**src/rtl/bmrc_pkg.sv**
```systemverilog
// Shared types and constants for the bit map range set and count block.
package bmrc_pkg;

   localparam int MAX_BITS    = 4096;
   localparam int STORE_BYTES = (MAX_BITS + 7) / 8;
   localparam int IDX_W       = $clog2(MAX_BITS) + 1;
   localparam int ADDR_W      = $clog2(STORE_BYTES);
   localparam int POP_W       = 4;

   localparam logic [IDX_W-1:0] MAX_LEN = IDX_W'(MAX_BITS);

   typedef enum logic [1:0] {
      REQ_SET    = 2'd0,
      REQ_TEST   = 2'd1,
      REQ_COUNT  = 2'd2,
      REQ_RESIZE = 2'd3
   } bmrc_code_type;

   typedef enum logic [2:0] {
      ST_IDLE,
      ST_WALK,
      ST_TEST,
      ST_DRAIN,
      ST_RESP
   } bmrc_state_type;

   typedef struct packed {
      bmrc_code_type    req_type;
      logic [IDX_W-1:0] begin_index;
      logic [IDX_W-1:0] end_index;
      logic             bit_value;
   } bmrc_req_type;

   typedef struct packed {
      logic             bit_read;
      logic [IDX_W-1:0] bit_count;
      logic             bad_request;
   } bmrc_rsp_type;

   // Per-byte control handed to the byte unit.
   typedef struct packed {
      logic [2:0] lo_bit;
      logic [2:0] hi_bit;
      logic       fill;
   } bmrc_byte_ctl_type;

endpackage

```
**src/rtl/bmrc_byte_unit.sv**
```systemverilog
// Byte unit: range mask, masked merge and masked popcount for one byte.
module bmrc_byte_unit
   import bmrc_pkg::*;
(
   input  logic [7:0]        byte_in,
   input  bmrc_byte_ctl_type ctl,
   output logic [7:0]        byte_out,
   output logic [POP_W-1:0]  ones
);

   logic [7:0] mask;
   logic [7:0] hit;

   assign mask = (8'hff << ctl.lo_bit) & (8'hff >> (3'd7 - ctl.hi_bit));
   assign hit  = byte_in & mask;
   assign byte_out = ctl.fill ? (byte_in | mask) : (byte_in & ~mask);

   always_comb begin
      ones = '0;
      for (int i = 0; i < 8; i++) begin
         ones = ones + POP_W'(hit[i]);
      end
   end

endmodule

```
**src/rtl/bitmap_range_set_and_count.sv**
```systemverilog
// Top level: bit map with range fill, bit test, range count and resize.
//
// Usage: drive req_data and raise start; the transaction is taken on the
// clock edge where start is high and busy is low. busy stays high until the
// result has been presented. Exactly one result follows each transaction:
// rsp_valid pulses for one cycle with rsp_data, and the receiver cannot
// stall it, so it must capture the result on that cycle.
//
// Timing: set, count and resize walk the byte store with one read-modify-
// write (or one popcount) per byte, reads and writes overlapped on the
// store's separate read and write ports. Test reads a single byte; an empty
// range or a bad request goes straight to the result. The next transaction
// can start the cycle after rsp_valid.
//
// Reset: synchronous, active high. The length returns to zero; the byte
// store is not cleared, since every bit below the length is written by a
// resize fill or set before it can be read.
module bitmap_range_set_and_count
   import bmrc_pkg::*;
(
   input  logic         clock,
   input  logic         reset,
   input  logic         start,
   input  bmrc_req_type req_data,
   output logic         busy,
   output logic         rsp_valid,
   output bmrc_rsp_type rsp_data
);

   bmrc_state_type state_ff, state_in;

   // byte store, one read and one write port
   logic [7:0] store_mem [STORE_BYTES];

   logic [IDX_W-1:0]  length_ff;
   bmrc_code_type     op_ff;
   logic              val_ff;
   logic [IDX_W-1:0]  begin_ff;
   logic [IDX_W-1:0]  end_ff;
   logic [ADDR_W-1:0] addr_ff;
   logic [ADDR_W-1:0] last_ff;
   logic [2:0]        last_bit_ff;
   logic [ADDR_W-1:0] rd_addr_ff;
   logic              rd_valid_ff;
   logic [7:0]        rdata_ff;
   logic [IDX_W-1:0]  count_ff;
   logic              bad_ff;
   logic              bit_ff;

   logic              accept;
   logic              rd_en;
   logic [IDX_W-1:0]  clamp_end;
   logic [IDX_W-1:0]  new_len;
   logic [IDX_W-1:0]  rng_lo;
   logic [IDX_W-1:0]  rng_hi;
   logic [IDX_W-1:0]  rng_hi_m1;
   logic              walk_go;
   logic              bad_now;
   logic [IDX_W-1:0]  span;

   bmrc_byte_ctl_type byte_ctl;
   logic [7:0]        byte_merged;
   logic [POP_W-1:0]  byte_ones;

   assign accept = start && !busy;

   // request decode: clamp ranges against the current length (resize against capacity)
   always_comb begin
      clamp_end = (req_data.end_index > length_ff) ? length_ff : req_data.end_index;
      new_len   = (req_data.end_index > MAX_LEN) ? MAX_LEN : req_data.end_index;
      rng_lo    = req_data.begin_index;
      rng_hi    = clamp_end;
      walk_go   = 1'b0;
      bad_now   = 1'b0;
      case (req_data.req_type)
         REQ_SET: begin
            walk_go = req_data.begin_index < clamp_end;
         end
         REQ_TEST: begin
            bad_now = req_data.begin_index >= length_ff;
         end
         REQ_COUNT: begin
            bad_now = req_data.begin_index > clamp_end;
            walk_go = req_data.begin_index < clamp_end;
         end
         REQ_RESIZE: begin
            rng_lo  = length_ff;
            rng_hi  = new_len;
            walk_go = new_len > length_ff;
         end
         default: begin
            walk_go = 1'b0;
         end
      endcase
      rng_hi_m1 = rng_hi - IDX_W'(1);
   end

   // next state
   always_comb begin
      state_in = state_ff;
      case (state_ff)
         ST_IDLE: begin
            if (accept) begin
               if (req_data.req_type == REQ_TEST && !bad_now) begin
                  state_in = ST_TEST;
               end else if (walk_go) begin
                  state_in = ST_WALK;
               end else begin
                  state_in = ST_RESP;
               end
            end
         end
         ST_WALK: begin
            if (addr_ff == last_ff) begin
               state_in = ST_DRAIN;
            end
         end
         ST_TEST:  state_in = ST_DRAIN;
         ST_DRAIN: state_in = ST_RESP;
         ST_RESP:  state_in = ST_IDLE;
         default:  state_in = ST_IDLE;
      endcase
   end

   // sequencer outputs
   always_comb begin
      busy      = state_ff != ST_IDLE;
      rd_en     = (state_ff == ST_WALK) || (state_ff == ST_TEST);
      rsp_valid = state_ff == ST_RESP;
   end

   // per-byte mask: partial at the first and last bytes of the range
   always_comb begin
      byte_ctl.lo_bit = (rd_addr_ff == begin_ff[ADDR_W+2:3]) ? begin_ff[2:0] : 3'd0;
      byte_ctl.hi_bit = (rd_addr_ff == last_ff) ? last_bit_ff : 3'd7;
      byte_ctl.fill   = val_ff;
   end

   bmrc_byte_unit u_byte (
      .byte_in  (rdata_ff),
      .ctl      (byte_ctl),
      .byte_out (byte_merged),
      .ones     (byte_ones)
   );

   always_ff @(posedge clock) begin
      if (reset) begin
         state_ff    <= ST_IDLE;
         length_ff   <= '0;
         rd_valid_ff <= 1'b0;
      end else begin
         state_ff    <= state_in;
         rd_valid_ff <= rd_en;
         if (accept && req_data.req_type == REQ_RESIZE) begin
            length_ff <= new_len;
         end
      end
   end

   // transaction registers
   always_ff @(posedge clock) begin
      if (accept) begin
         op_ff       <= req_data.req_type;
         val_ff      <= req_data.bit_value;
         begin_ff    <= rng_lo;
         end_ff      <= rng_hi;
         addr_ff     <= rng_lo[ADDR_W+2:3];
         last_ff     <= rng_hi_m1[ADDR_W+2:3];
         last_bit_ff <= rng_hi_m1[2:0];
         count_ff    <= '0;
         bad_ff      <= bad_now;
         bit_ff      <= 1'b0;
      end else begin
         if (state_ff == ST_WALK && addr_ff != last_ff) begin
            addr_ff <= addr_ff + ADDR_W'(1);
         end
         if (rd_valid_ff) begin
            if (op_ff == REQ_TEST) begin
               bit_ff <= rdata_ff[begin_ff[2:0]];
            end else if (op_ff == REQ_COUNT) begin
               count_ff <= count_ff + IDX_W'(byte_ones);
            end
         end
      end
   end

   // byte store: read one byte ahead while writing back the previous one
   always_ff @(posedge clock) begin
      if (rd_en) begin
         rdata_ff   <= store_mem[addr_ff];
         rd_addr_ff <= addr_ff;
      end
      if (rd_valid_ff && (op_ff == REQ_SET || op_ff == REQ_RESIZE)) begin
         store_mem[rd_addr_ff] <= byte_merged;
      end
   end

   assign span = end_ff - begin_ff;

   always_comb begin
      rsp_data.bit_read    = bit_ff;
      rsp_data.bad_request = bad_ff;
      rsp_data.bit_count   = '0;
      if (op_ff == REQ_COUNT && !bad_ff) begin
         rsp_data.bit_count = val_ff ? count_ff : (span - count_ff);
      end
   end

   a_strobe_one_cycle: assert property (@(posedge clock) disable iff (reset)
      rsp_valid |=> !rsp_valid)
      else $error("result strobe held longer than one cycle");

   a_accept_goes_busy: assert property (@(posedge clock) disable iff (reset)
      accept |=> busy)
      else $error("transaction taken without going busy");

   a_walk_in_range: assert property (@(posedge clock) disable iff (reset)
      (state_ff == ST_WALK) |-> (addr_ff <= last_ff))
      else $error("byte walk ran past the last byte");

   a_test_single_read: assert property (@(posedge clock) disable iff (reset)
      (rd_valid_ff && op_ff == REQ_TEST) |-> (state_ff == ST_DRAIN))
      else $error("test read returned outside drain");

   a_bad_is_clean: assert property (@(posedge clock) disable iff (reset)
      (rsp_valid && rsp_data.bad_request) |->
         (!rsp_data.bit_read && rsp_data.bit_count == '0))
      else $error("bad request reported with nonzero data");

endmodule

```
**config.mk**
```make
export PLATFORM = sky130hd
export DESIGN_NAME = bitmap_range_set_and_count
export DESIGN_NICKNAME = d
export VERILOG_FILES = /design/src/rtl/bmrc_pkg.sv /design/src/rtl/bmrc_byte_unit.sv /design/src/rtl/bitmap_range_set_and_count.sv
export SDC_FILE = /design/constraint.sdc
export NUM_CORES = 2
export LEC_CHECK = 0
export BUFFER_PORTS_ARGS = -buffer_cell sky130_fd_sc_hd__buf_2
export CORE_UTILIZATION = 50
export CTS_CLUSTER_SIZE = 8
export DETAILED_ROUTE_END_ITERATION = 7
export PLACE_DENSITY = 0.65
export SKIP_CTS_REPAIR_TIMING = 1
export SLEW_MARGIN = 20
export SYNTH_ARGS = -nofsm -noshare
export SYNTH_HDL_FRONTEND = slang
export SYNTH_HIERARCHICAL = 1
export SYNTH_SLANG_ARGS = --single-unit
```
**constraint.sdc**
```tcl
create_clock -name clock -period 13.2 [get_ports clock]
set_clock_uncertainty 0.05 [all_clocks]
set_input_delay 1.98 -clock clock [delete_from_list [all_inputs] [get_ports clock]]
set_output_delay 1.98 -clock clock [all_outputs]
set_load 0.05 [all_outputs]
```
==> impl_metrics.yaml <==
outcome:
  status: "complete, no violations"
cts:
  clkSinkCount: 4195
  clk-insertion-delay-late_ns: 1.03
  clkSlewWorstSetupHoldPaths_ns: 0.05
  clk_path_buf_depth: 4
  cts_tree: "done"
  cts_root_buffer: "clkbuf_16"
  numCtsBuffers: 595
  htreeDepth: 6
drt:
  drc: 0
  drt_first_pass_iters: 8
  wire_per_inst_um: 33.0
  viasPerCell: 6.54
  drt_iter0_markers: 10300
  drt-total-wl_mm: 412
  num_vias: 81800
  antenna_left: 0
sta:
  tightest_slew_ns: 1.20
  finalCritPeriodShare_pct: 49.8
  rsz0062_at_grt: "no"
  clock.fmax_mhz: 152
  period_minus_slack_ns: 6.58
  maxSlewHeadroom_pct: 19.7
  slew_violations: 0
  hold_violations: 0
  setup_viol: 0
  worst_slack_ns: 6.62
  fin_setup_tns_ns: 0
critical_path:
  cpPeakStageDelay_ns: 0.62
  critPathKind: "reg2reg"
  startpoint_type: "flip-flop"
  end_kind: "flip-flop"
  worst-path-buf-inv: 4
  path_common_cell: "fa_1"
  crit_family: "simple AND/OR/NAND/NOR gates"
  crit_fanout: 9
  path_cells: "xnor2_1 -> nand3_1 -> nor4_1 -> nand2b_1 -> nor3_2 -> nor3_2 -> nand2_1 -> fa_1 -> fa_1 -> inv_1 -> fa_1 -> ha_1 -> inv_1 -> fa_1 -> inv_1 -> inv_1 -> fa_1 -> nor2b_1 -> o21ai_0 -> nand2b_1 -> and4_1 -> or3b_2 -> xor2_1 -> nor2_1"
  crit_start: "rd_addr_ff[2]"
  critPathRequiredTime_ns: 14.03
  timing.rr.start: "rd_addr_ff[2]"
  critPathArrivalTime_ns: 7.41
  r2r_slack_ns: 6.62
  critPathSlowestCell: "edfxtp_1"
power_and_ir_drop:
  switchingPower_uw: 12900
  intPower_uw: 28100
  p_sw_share_pct: 31.4
  total_power_uw: 40900
  ir_drop_uv: 174
  pwr-share-comb_pct: 28.6
  seq_power_share_pct: 38.6
  clockPowerShare_pct: 32.8
  leakagePower_uw: 0.0574
  pwr_density_cell_mw_per_mm2: 221
global_route:
  gr-total-overflow: 0
  track_usage_pct: 24.8
  grt_pass1_vias: 82700
  antenna_found_initial: 17
  grt_max_degree: 224
  grt_pass1_wl_mm: 593
synthesis:
  synth_edf_count: 4164
  synthCells: 7775
  syn_area_sq_mm: 0.164
  synth_area_per_cell_sq_um: 21.1
  synth-async-reset-ratio_pct: 0
  ys_types: 75
  synth-seq-area-share_pct: 76.6
  synth_ff_type: "edfxtp_1"
  syn_nets: 7903
  ys_ff_latch: 4195
  yosysWarnings: 6
finish:
  multi_input_area_sq_mm: 0.0362
  ff_latch_area_sq_mm: 0.126
  areaGrowthSynthToFinish_pct: 13.0
  fin_cells: 12500
  drive_gt1_share_pct: 24.2
  final_area_sq_mm: 0.185
  nNetsFinal: 8229
  fillers: 23400
flow_run:
  cap_violations: 0
placement:
  dpl.hpwl_mm: 235
  io_buffers: 48
  post-place-ws_ns: 6.62
  dp_cells: 11800
  gp_congestion: 0.872
  postPlaceCellArea_sq_mm: 0.169
floorplan:
  start_util_pct: 50.4
  chipWidth_um: 575
  dieArea_sq_mm: 0.330
  rows: 209
  die_h_um: 575
  num_io_pins: 49
  core_sq_mm: 0.325
worst_hold_path:
  min_from: "length_ff[11]"
  hp-class: "reg2reg"
final cells by class:
| type | count | area share [%] |
|---|---|---|
| Antenna cell | 6 | 0.00810 |
| Clock buffer | 619 | 8.17 |
| Clock inverter | 54 | 0.426 |
| Inverter | 74 | 0.150 |
| Multi-Input combinational cell | 3024 | 19.5 |
| Sequential cell | 4195 | 67.8 |
| Tap cell | 4325 | 2.92 |
| Timing Repair Buffer | 211 | 0.977 |
synthesized netlist by cell type, drive strengths merged, types with 4 or more instances:
master,number,area share [%]
clkbuf,279,0.64
a21oi,154,0.47
mux4,1036,14
inv,73,0.17
a221oi,135,0.72
mux2,23,0.16
a21o,14,0.064
nor4,18,0.069
a31oi,5,0.019
o21a,7,0.032
or2,5,0.019
nand4,17,0.069
nor3,58,0.18
xor2,19,0.10
nor3b,6,0.027
a22oi,213,0.98
fa,16,0.20
and3,6,0.023
a22o,137,0.73
o22ai,87,0.33
a211oi,8,0.040
buf,203,0.71
dfxtp,31,0.38
edfxtp,4164,76
nor2,587,1.3
xnor2,47,0.25
ha,80,0.61
nand2,129,0.30
o211ai,7,0.032
o21ai,50,0.15
mux2i,22,0.13
or3,4,0.015
and2,9,0.034
a32oi,5,0.031
nand2b,15,0.057
nor2b,30,0.11
nand3,31,0.095
layer usage:
layer / track usage (%) / vias up / part of all wire, %
met5: 0 / - / 0.0041
met4: 7.98 / 2 / 3.3
met3: 4.93 / 719 / 9.7
met2: 38.6 / 4405 / 47
met1: 35.6 / 43600 / 40
li1: - / 33000 / -
tightest hold or removal path, cell delays in order, from the launching register on:
cell     delay, ns
dfxtp_1       0.34
nand2_1       0.06
a21oi_1       0.06
layout by cell type, fill, tap and decap left out, types with 56 or more instances in the layout:
cell type	synthesis	routed
nand2_1	129	116
edfxtp_1	4164	4164
a22oi_1	213	213
ha_1	80	80
buf_4	51	137
a221oi_1	135	135
clkbuf_16	0	603
o22ai_1	87	87
a21oi_1	154	154
nor2_1	586	583
nor3_1	56	56
a22o_1	137	137
mux4_2	1036	1036
inv_1	73	72
metrics by stage:
step                      utilization [%]  hold slack, ns
final                                57.0           0.455
after global routing                 57.0           0.482
after CTS                            56.9           0.459
after detailed placement             52.0           0.451
after global placement               52.0           0.427
after floorplan                         -           0.374
power groups by stage:
stage               sequential, uW  clock, uW  combinational (uW)
CTS                          15800      13600               11700
floorplan                    16400          0                7500
finish                       15800      13400               11700
global route                 15800      14100               12200
detailed placement           16000          0               11700
global placement             16000          0               11500
flip-flops by register name (all words and copies together) (netlist names):
| register | flops |
|---|---|
| store_mem | 4096 |
| begin_ff | 13 |
| count_ff | 13 |
| end_ff | 13 |
| length_ff | 13 |
| addr_ff | 9 |
| last_ff | 9 |
| rd_addr_ff | 9 |
| rdata_ff | 8 |
| last_bit_ff | 3 |
| state_ff | 3 |
| op_ff | 2 |
| bad_ff | 1 |
| bit_ff | 1 |
| rd_valid_ff | 1 |
| val_ff | 1 |
cells by family after synthesis:
group / after synthesis / share of synthesized area [%]
AOI/OAI and AO/OA: 853 / 3.77
xor gates and xnor gates: 66 / 0.352
adders and majority gates: 96 / 0.806
buffers and inverters: 556 / 1.52
DFF: 4195 / 76.6
muxes: 1081 / 14.5
and+or+nand+nor: 928 / 2.42
path summary, 6_finish.rpt:
path / to / depth (start not counted)
worst max-delay path: count_ff[12] / 24
worst min-delay path: length_ff[11] / 2
worst max register to register: count_ff[12] / 24
worst min register to register: length_ff[11] / 2
(Power assumes the default switching activity.)
